--- config.mk ---
export PLATFORM = sky130hd
export DESIGN_NAME = feeder_setpoint_with_jam_reverse_top_flat
export DESIGN_NICKNAME = d
export VERILOG_FILES = /design/src/rtl/core/fsjr_pkg.sv /design/src/rtl/core/fsjr_stream_if.sv /design/src/rtl/core/feeder_setpoint_with_jam_reverse_top.sv /design/src/flat_wrapper.sv
export SDC_FILE = /design/constraint.sdc
export NUM_CORES = 1
export LEC_CHECK = 0
export BUFFER_PORTS_ARGS = -buffer_cell sky130_fd_sc_hd__buf_2
export CAP_MARGIN = 10
export CORE_ASPECT_RATIO = 0.7
export CORE_MARGIN = 2
export CORE_UTILIZATION = 61
export CTS_CLUSTER_SIZE = 14
export DETAILED_ROUTE_END_ITERATION = 6
export PLACE_DENSITY = 0.81
export SLEW_MARGIN = 20
export SYNTH_ARGS = -nofsm -noshare
export SYNTH_HDL_FRONTEND = slang
export SYNTH_SLANG_ARGS = --single-unit
--- constraint.sdc ---
create_clock -name clk -period 9.35 [get_ports clk]
set_input_delay 0 -clock clk [delete_from_list [all_inputs] [get_ports clk]]
set_output_delay 0 -clock clk [all_outputs]
set_load 0.005 [all_outputs]
--- src/rtl/core/fsjr_pkg.sv ---
package fsjr_pkg;

  localparam int unsigned ENC_W    = 13;
  localparam int unsigned RPM_W    = 16;
  localparam int unsigned SPEED_W  = 16;
  localparam int unsigned SET_W    = 15;
  localparam int unsigned STEP_W   = 20;
  localparam int unsigned ANGLE_W  = 40;
  localparam int unsigned COUNT_W  = 16;
  localparam int unsigned CFG_IDX_W  = 3;
  localparam int unsigned CFG_DATA_W = 20;

  // unwrap limits of the encoder delta
  localparam logic signed [ENC_W:0] DELTA_LIMIT = 14'sd4095;
  localparam logic signed [ENC_W:0] ENC_SPAN    = 14'sd8191;

  // register indexes on the configuration port
  localparam logic [CFG_IDX_W-1:0] REG_BASE_SPEED    = 3'd0;
  localparam logic [CFG_IDX_W-1:0] REG_BURST_SPEED   = 3'd1;
  localparam logic [CFG_IDX_W-1:0] REG_BACK_SPEED    = 3'd2;
  localparam logic [CFG_IDX_W-1:0] REG_STALL_RPM     = 3'd3;
  localparam logic [CFG_IDX_W-1:0] REG_STALL_TICKS   = 3'd4;
  localparam logic [CFG_IDX_W-1:0] REG_REVERSE_TICKS = 3'd5;
  localparam logic [CFG_IDX_W-1:0] REG_SINGLE_STEP   = 3'd6;

  // 0.8 rad of output in encoder counts
  localparam logic [STEP_W-1:0] SINGLE_STEP_RESET = 20'd75092;

  typedef struct packed {
    logic [ENC_W-1:0]        encoder_now;
    logic [ENC_W-1:0]        encoder_prev;
    logic signed [RPM_W-1:0] motor_rpm;
    logic                    toggle_key;
    logic                    fire_enable;
    logic                    fire_request;
    logic                    burst;
    logic                    remote_off;
  } item_t;

  typedef struct packed {
    logic signed [SPEED_W-1:0] speed_setpoint;
    logic signed [ANGLE_W-1:0] aim_target;
    logic signed [ANGLE_W-1:0] position;
    logic                      single_mode;
    logic                      reversing;
  } result_t;

endpackage

--- src/rtl/core/fsjr_stream_if.sv ---
interface fsjr_stream_if #(
  parameter type T = logic
);
  logic valid;
  logic ready;
  T     data;

  modport source (output valid, output data, input ready);
  modport sink   (input valid, input data, output ready);
endinterface

--- src/rtl/core/feeder_setpoint_with_jam_reverse_top.sv ---
// Feeder setpoint block with jam reversal and single-shot targeting.
// Channels: "item" takes one control tick (encoder readings, rpm, key and
// fire flags); "result" gives one setpoint record per tick. A transfer is a
// cycle with valid and ready both high. Registers are to be written through
// cfg_we / cfg_index / cfg_data only while the block is idle; the block
// itself does not enforce this; unknown indexes are ignored. A transferred
// tick's result is registered in the result register, or in the skid
// register while that one is held. Throughput: one tick per cycle while
// item ready is high; each update is one pass of short logic.
// A two-deep output stage (result register plus skid register) keeps item
// ready high while one result waits; item ready drops only when both are
// full, and the skid entry drains first once the receiver takes again.
// Reset (rst, synchronous): position, target, speed and stall count clear,
// continuous mode, reversal off, shot armed, registers to their defaults
// (stall and reverse ticks one, single step 75092 counts), output empty.
// POSITION_WIDTH sets the wrap width of position and target (24..64);
// both are reported in 40 bits, sign-extended if narrower, cut if wider.
module feeder_setpoint_with_jam_reverse_top #(
  parameter int unsigned POSITION_WIDTH = 40
) (
  input  logic                            clk,
  input  logic                            rst,
  input  logic                            cfg_we,
  input  logic [fsjr_pkg::CFG_IDX_W-1:0]  cfg_index,
  input  logic [fsjr_pkg::CFG_DATA_W-1:0] cfg_data,
  fsjr_stream_if.sink                     item,
  fsjr_stream_if.source                   result
);
  import fsjr_pkg::*;

  localparam int unsigned PW = POSITION_WIDTH;

  // configuration registers
  logic [SET_W-1:0]  base_speed;
  logic [SET_W-1:0]  burst_speed;
  logic [SET_W-1:0]  back_speed;
  logic [SET_W-1:0]  stall_rpm;
  logic [SET_W-1:0]  stall_ticks;
  logic [SET_W-1:0]  reverse_ticks;
  logic [STEP_W-1:0] single_step_counts;

  // tick state
  logic signed [PW-1:0]      position_sum, position_sum_next;
  logic                      fire_mode, fire_mode_next;
  logic [COUNT_W-1:0]        stall_count, stall_count_next;
  logic                      reverse_active, reverse_active_next;
  logic                      armed, armed_next;
  logic signed [SPEED_W-1:0] held_speed, held_speed_next;
  logic signed [PW-1:0]      held_target, held_target_next;

  // output stage
  logic    out_valid, skid_valid;
  result_t out_data, skid_data, res_next;
  logic    accept, out_free;

  item_t                     it;
  logic signed [ENC_W:0]     diff, delta;
  logic [COUNT_W-1:0]        count_inc;
  logic signed [63:0]        pos_ext, target_ext;

  assign it       = item.data;
  assign item.ready = !skid_valid;
  assign accept   = item.valid && !skid_valid;
  assign out_free = !out_valid || result.ready;

  assign result.valid = out_valid;
  assign result.data  = out_data;

  // configuration writes
  always_ff @(posedge clk) begin
    if (rst) begin
      base_speed         <= '0;
      burst_speed        <= '0;
      back_speed         <= '0;
      stall_rpm          <= '0;
      stall_ticks        <= SET_W'(1);
      reverse_ticks      <= SET_W'(1);
      single_step_counts <= SINGLE_STEP_RESET;
    end else if (cfg_we) begin
      case (cfg_index)
        REG_BASE_SPEED:    base_speed         <= cfg_data[SET_W-1:0];
        REG_BURST_SPEED:   burst_speed        <= cfg_data[SET_W-1:0];
        REG_BACK_SPEED:    back_speed         <= cfg_data[SET_W-1:0];
        REG_STALL_RPM:     stall_rpm          <= cfg_data[SET_W-1:0];
        REG_STALL_TICKS:   stall_ticks        <= cfg_data[SET_W-1:0];
        REG_REVERSE_TICKS: reverse_ticks      <= cfg_data[SET_W-1:0];
        REG_SINGLE_STEP:   single_step_counts <= cfg_data[STEP_W-1:0];
        default: ;
      endcase
    end
  end

  always_comb begin
    // unwrap the encoder delta across the 8191-count span
    diff = $signed({1'b0, it.encoder_now}) - $signed({1'b0, it.encoder_prev});
    if (diff > DELTA_LIMIT) begin
      delta = diff - ENC_SPAN;
    end else if (diff < -DELTA_LIMIT) begin
      delta = diff + ENC_SPAN;
    end else begin
      delta = diff;
    end
    position_sum_next = position_sum + PW'(delta);

    fire_mode_next      = fire_mode ^ it.toggle_key;
    stall_count_next    = stall_count;
    reverse_active_next = reverse_active;
    armed_next          = armed;
    held_speed_next     = held_speed;
    held_target_next    = held_target;
    count_inc           = stall_count + COUNT_W'(1);

    if (!fire_mode_next) begin
      // continuous fire with stall watch and timed reversal
      if (it.fire_enable && it.fire_request) begin
        if (!reverse_active) begin
          held_speed_next = it.burst ? $signed({1'b0, burst_speed})
                                     : $signed({1'b0, base_speed});
          if ($signed({it.motor_rpm[RPM_W-1], it.motor_rpm}) >
              $signed({2'b00, stall_rpm})) begin
            stall_count_next = '0;
          end else if (count_inc >= {1'b0, stall_ticks}) begin
            reverse_active_next = 1'b1;
            stall_count_next    = {1'b0, reverse_ticks};
          end else begin
            stall_count_next = count_inc;
          end
        end else begin
          held_speed_next = -$signed({1'b0, back_speed});
          if (stall_count <= COUNT_W'(1)) begin
            reverse_active_next = 1'b0;
            stall_count_next    = '0;
          end else begin
            stall_count_next = stall_count - COUNT_W'(1);
          end
        end
      end else begin
        held_speed_next = '0;
      end
    end else begin
      // single shot: one step past the negated position per re-armed request
      if (it.fire_enable) begin
        if (it.fire_request) begin
          if (armed) begin
            held_target_next = -position_sum_next - PW'(single_step_counts);
            armed_next       = 1'b0;
          end
        end else begin
          armed_next = 1'b1;
        end
      end else begin
        held_target_next = '0;
      end
      if (it.remote_off) begin
        held_target_next = '0;
      end
    end

    // a dropped request clears speed, target and position
    if (!it.fire_request) begin
      held_speed_next   = '0;
      position_sum_next = '0;
      held_target_next  = '0;
    end

    pos_ext    = 64'(position_sum_next);
    target_ext = 64'(held_target_next);
    res_next.speed_setpoint = held_speed_next;
    res_next.aim_target     = target_ext[ANGLE_W-1:0];
    res_next.position       = pos_ext[ANGLE_W-1:0];
    res_next.single_mode    = fire_mode_next;
    res_next.reversing      = reverse_active_next;
  end

  // state advances on each transfer in
  always_ff @(posedge clk) begin
    if (rst) begin
      position_sum   <= '0;
      fire_mode      <= 1'b0;
      stall_count    <= '0;
      reverse_active <= 1'b0;
      armed          <= 1'b1;
      held_speed     <= '0;
      held_target    <= '0;
    end else if (accept) begin
      position_sum   <= position_sum_next;
      fire_mode      <= fire_mode_next;
      stall_count    <= stall_count_next;
      reverse_active <= reverse_active_next;
      armed          <= armed_next;
      held_speed     <= held_speed_next;
      held_target    <= held_target_next;
    end
  end

  // result register with skid: drain the skid entry first, hold on stall
  always_ff @(posedge clk) begin
    if (rst) begin
      out_valid  <= 1'b0;
      skid_valid <= 1'b0;
    end else if (out_free) begin
      if (skid_valid) begin
        out_valid  <= 1'b1;
        skid_valid <= 1'b0;
      end else begin
        out_valid <= accept;
      end
    end else if (accept) begin
      skid_valid <= 1'b1;
    end
  end

  always_ff @(posedge clk) begin
    if (out_free) begin
      if (skid_valid) begin
        out_data <= skid_data;
      end else if (accept) begin
        out_data <= res_next;
      end
    end else if (accept) begin
      skid_data <= res_next;
    end
  end

endmodule

--- src/flat_wrapper.sv ---
// flat-port wrapper written by rule: the top's interface ports become plain ports
module feeder_setpoint_with_jam_reverse_top_flat import fsjr_pkg::*;
#(
  parameter int unsigned POSITION_WIDTH = 40
)
  (clk, rst, cfg_we, cfg_index, cfg_data, item_valid, item_data, item_ready, result_valid, result_data, result_ready);
  fsjr_stream_if #(.T(item_t)) item_i ();
  fsjr_stream_if #(.T(result_t)) result_i ();
  input  logic clk;
  input  logic rst;
  input  logic cfg_we;
  input  logic [fsjr_pkg::CFG_IDX_W-1:0] cfg_index;
  input  logic [fsjr_pkg::CFG_DATA_W-1:0] cfg_data;
  input wire logic [$bits(item_i.valid)-1:0] item_valid;
  input wire logic [$bits(item_i.data)-1:0] item_data;
  output wire logic [$bits(item_i.ready)-1:0] item_ready;
  output wire logic [$bits(result_i.valid)-1:0] result_valid;
  output wire logic [$bits(result_i.data)-1:0] result_data;
  input wire logic [$bits(result_i.ready)-1:0] result_ready;
  assign item_i.valid = item_valid;
  assign item_i.data = item_data;
  assign item_ready = item_i.ready;
  assign result_valid = result_i.valid;
  assign result_data = result_i.data;
  assign result_i.ready = result_ready;
  feeder_setpoint_with_jam_reverse_top #(.POSITION_WIDTH(POSITION_WIDTH)) u_core (.clk(clk), .rst(rst), .cfg_we(cfg_we), .cfg_index(cfg_index), .cfg_data(cfg_data), .item(item_i), .result(result_i));
endmodule
==> flow_summary_export.csv <==
group,metric,value,unit
detailed_routing,initialDrtViolationCount,2797,
finish,layout_common_cells,"nand2_1 (512), a21oi_1 (309), nor2_1 (243)",
grt,grt-ovfl-total,0,
detailed_routing,routed_via_density,6.12,
grt,antenna_found_initial,0,
grt,grt_max_degree,108,
grt,grt_usage,32.7,%
synth,async_flop_share,0,%
synth,syn_avg_cell_area,8.58,um2
finish,n_antenna_cell,0,
timing,slew_violations,0,
critical_path,arrival,8.91,ns
power_and_ir_drop,pwr-share-comb,41.8,%
critical_path,cp_data_required_time,9.67,ns
clock_tree,clock_latency,0.55,ns
clock_tree,htreeDepth,2,
place,portBuffers,174,
grt,first_global_vias,19900,
floorplan,dieArea,41400,um2
timing,hold_violations,0,
critical_path,crit_type,"in -> reg",
power_and_ir_drop,p_leak,0.0112,uW
detailed_routing,num_vias,21600,
detailed_routing,wirelength,69.1,mm
clock_tree,cts_buffer_depth,3,
critical_path,critPathMaxFanout,5,
clock_tree,numCtsBuffers,42,
place,globalplace.congestion,0.916,
clock_tree,clockRootBuffer,"clkbuf_16",
critical_path,critPathLaunchType,"input pin",
timing,fmax,116,MHz
outcome,violations,"design-rule violations",
finish,layout_commonest_cell,"nand2_1",
outcome,status,"finished, violations left",
synth,synthFlopType,"dfxtp_1",
finish,seq_area,10400,um2
critical_path,worst_setup_path_end_kind,"register",
synth,synth-seq-cells,423,
detailed_routing,wl_per_cell,19.6,um
clock_tree,cts_setup_buffers,0,
grt,busiest_layer,"met1",
place,place.detailed.hpwl,48.1,mm
critical_path,crit_path_frequent_cell,"ha_1",
synth,synth_edf_count,196,
synth,yosysWarnings,0,
timing,min_period,8.59,ns
floorplan,dieHeight,171,um
min_path,hold_path.class,"in -> reg",
timing,fin_ws,0.762,ns
timing,relSlewSlack,26.0,%
floorplan,start_util,61.5,%
power_and_ir_drop,p_int,4130,uW
synth,synth_area,24300,um2
timing,finalSetupTns,0,ns
floorplan,coreArea,39500,um2
clock_tree,clk_pin_slew,0.06,ns
critical_path,crit_slowest_cell,"fa_1",
power_and_ir_drop,p_per_area,244,nW/um2
timing,hold_ws,0.0586,ns
synth,ys_types,94,
detailed_routing,ant_nets,0,
grt,grt_pass1_wl,108,mm
finish,drive_gt1_share,11.3,%
floorplan,io_pins,175,
floorplan,rows,61,
timing,tightest_slew,1.10,ns
grt,grt_use_met1,49.9,%
power_and_ir_drop,vdd.ir_drop.worst,156,uV
power_and_ir_drop,pwr-share-seq,32.2,%
floorplan,die_x,242,um
clock_tree,cts_tree,"yes",
timing,rsz0062_at_grt,"no",
power_and_ir_drop,finalPower,6670,uW
finish,num-fill-cells,3150,
critical_path,slowest_delay,0.41,ns
detailed_routing,post-route-drc-count,3,
grt,use_met2,48.6,%
power_and_ir_drop,pwr-share-clk,26.0,%
synth,syn_inst,2828,
finish,areaGrowthSynthToFinish,12.4,%
timing,fin_skew,0.0180,ns
timing,fin_crit_sh,91.8,%
synth,synth_nets,3050,
timing,setup_viol,0,
grt,met3_usage,5.40,%
detailed_routing,drtPass1Iterations,7,
power_and_ir_drop,swShare,38.0,%
finish,finalNetCount,3186,
place,dp_slack,0.197,ns
clock_tree,clock_sinks,423,
power_and_ir_drop,power.switching,2540,uW
finish,multi_input_area,12700,um2
synth,seq_area_frac_synth,43.0,%
run,maxCapViolCount,0,
==> power by group through the flow <==
stage	clock, uW	combinational (uW)	sequential [uW]
2_1_floorplan	0	1890	2180
3_3_place_gp	0	2610	2180
3_5_place_dp	0	2660	2180
4_1_cts	1750	2690	2150
5_1_grt	1820	3030	2160
6_report	1740	2790	2150
==> layer usage <==
metal  vias to the layer above  share of wire [%]
li1                      10200                  -
met1                     10200                 46
met2                      1064                 42
met3                       104                9.6
met4                         0                1.7
met5                         -                  0
==> critical path, delay by kind of cell <==
| family | cells | cell delay, ns |
|---|---|---|
| compound gates | 18 | 4.36 |
| xor+xnor | 3 | 0.56 |
| simple gates | 9 | 2.01 |
| mux | 1 | 0.17 |
| fa+ha+maj | 5 | 1.56 |
| buf+inv | 3 | 0.26 |
==> through the flow <==
stage | util (%) | instances | instance area [um2]
after floorplan | - | 2828 | 24300
after global placement | 64.7 | 3425 | 25500
after detailed placement | 64.7 | 3425 | 25500
after CTS | 69.1 | 3532 | 27300
after global routing | 69.1 | 3532 | 27300
final | 69.1 | 3532 | 27300
==> Yosys cell counts, types with 13 or more instances <==
cell type / count / area share [%]
nand2_1: 513 / 7.9
a21oi_1: 309 / 6.4
nor2_1: 247 / 3.8
dfxtp_1: 227 / 19
edfxtp_1: 196 / 24
inv_1: 170 / 2.6
o21ai_0: 147 / 3.0
ha_1: 144 / 7.4
clkbuf_1: 114 / 1.8
xnor2_1: 71 / 2.6
nand3_1: 63 / 1.3
a21o_1: 42 / 1.3
o31ai_1: 40 / 1.2
nor3_1: 38 / 0.78
mux2i_1: 36 / 1.5
xor2_1: 36 / 1.3
a211oi_1: 29 / 0.90
nor2b_1: 29 / 0.75
o21a_1: 29 / 0.90
mux2_2: 24 / 1.1
and2_1: 21 / 0.54
and3_1: 19 / 0.49
buf_1: 18 / 0.28
nand2b_1: 16 / 0.41
o211ai_1: 16 / 0.49
nand4_1: 15 / 0.39
o21bai_1: 15 / 0.46
nor4_1: 13 / 0.34
==> path summary, 6_finish.rpt <==
check / from / end / slack, ns / cells after the start
setup / recovery: item_data[21] / u_core.result.data[81] / 0.76 / 39
setup reg to reg: u_core.position_sum[3] / u_core.result.data[81] / 3.00 / 24
hold reg to reg: u_core.base_speed[10] / u_core.base_speed[10] / 0.45 / 2
hold / removal: item_data[0] / u_core.held_target[6] / 0.06 / 5
==> registers in the layout, summed over array words and instances, names as in the netlist, 15 cells and up <==
name,count
u_core.burst_speed,15
u_core.stall_rpm,15
u_core.stall_count,16
u_core.position_sum,40
u_core.back_speed,15
u_core.stall_ticks,15
u_core.reverse_ticks,15
u_core.base_speed,15
u_core.skid_data,98
u_core.held_speed,16
u_core.single_step_counts,20
u_core.held_target,40
u_core.result.data,98
==> area by class of cell <==
type	count	share of cell area (%)
Multi-Input combinational cell	2092	46.7
Sequential cell	423	38.2
Timing Repair Buffer	230	5.04
Clock buffer	60	4.43
Tap cell	535	2.45
Inverter	175	2.41
Clock inverter	17	0.711
==> kinds of logic after synthesis <==
family	count (synthesis)	share of synthesized area, %
mux	61	2.64
flops	423	43.0
simple gates	1012	18.1
compound gates	760	19.6
xor+xnor	110	4.11
buf+inv	313	4.90
fa+ha+maj	149	7.76
==> repair_timing <==
item                       in CTS  in global routing
hold endpoints to repair      141                  0
resized for setup               0                  6
hold buffers                   30                  0
setup endpoints to repair       0                  9
(Power assumes the default switching activity.)
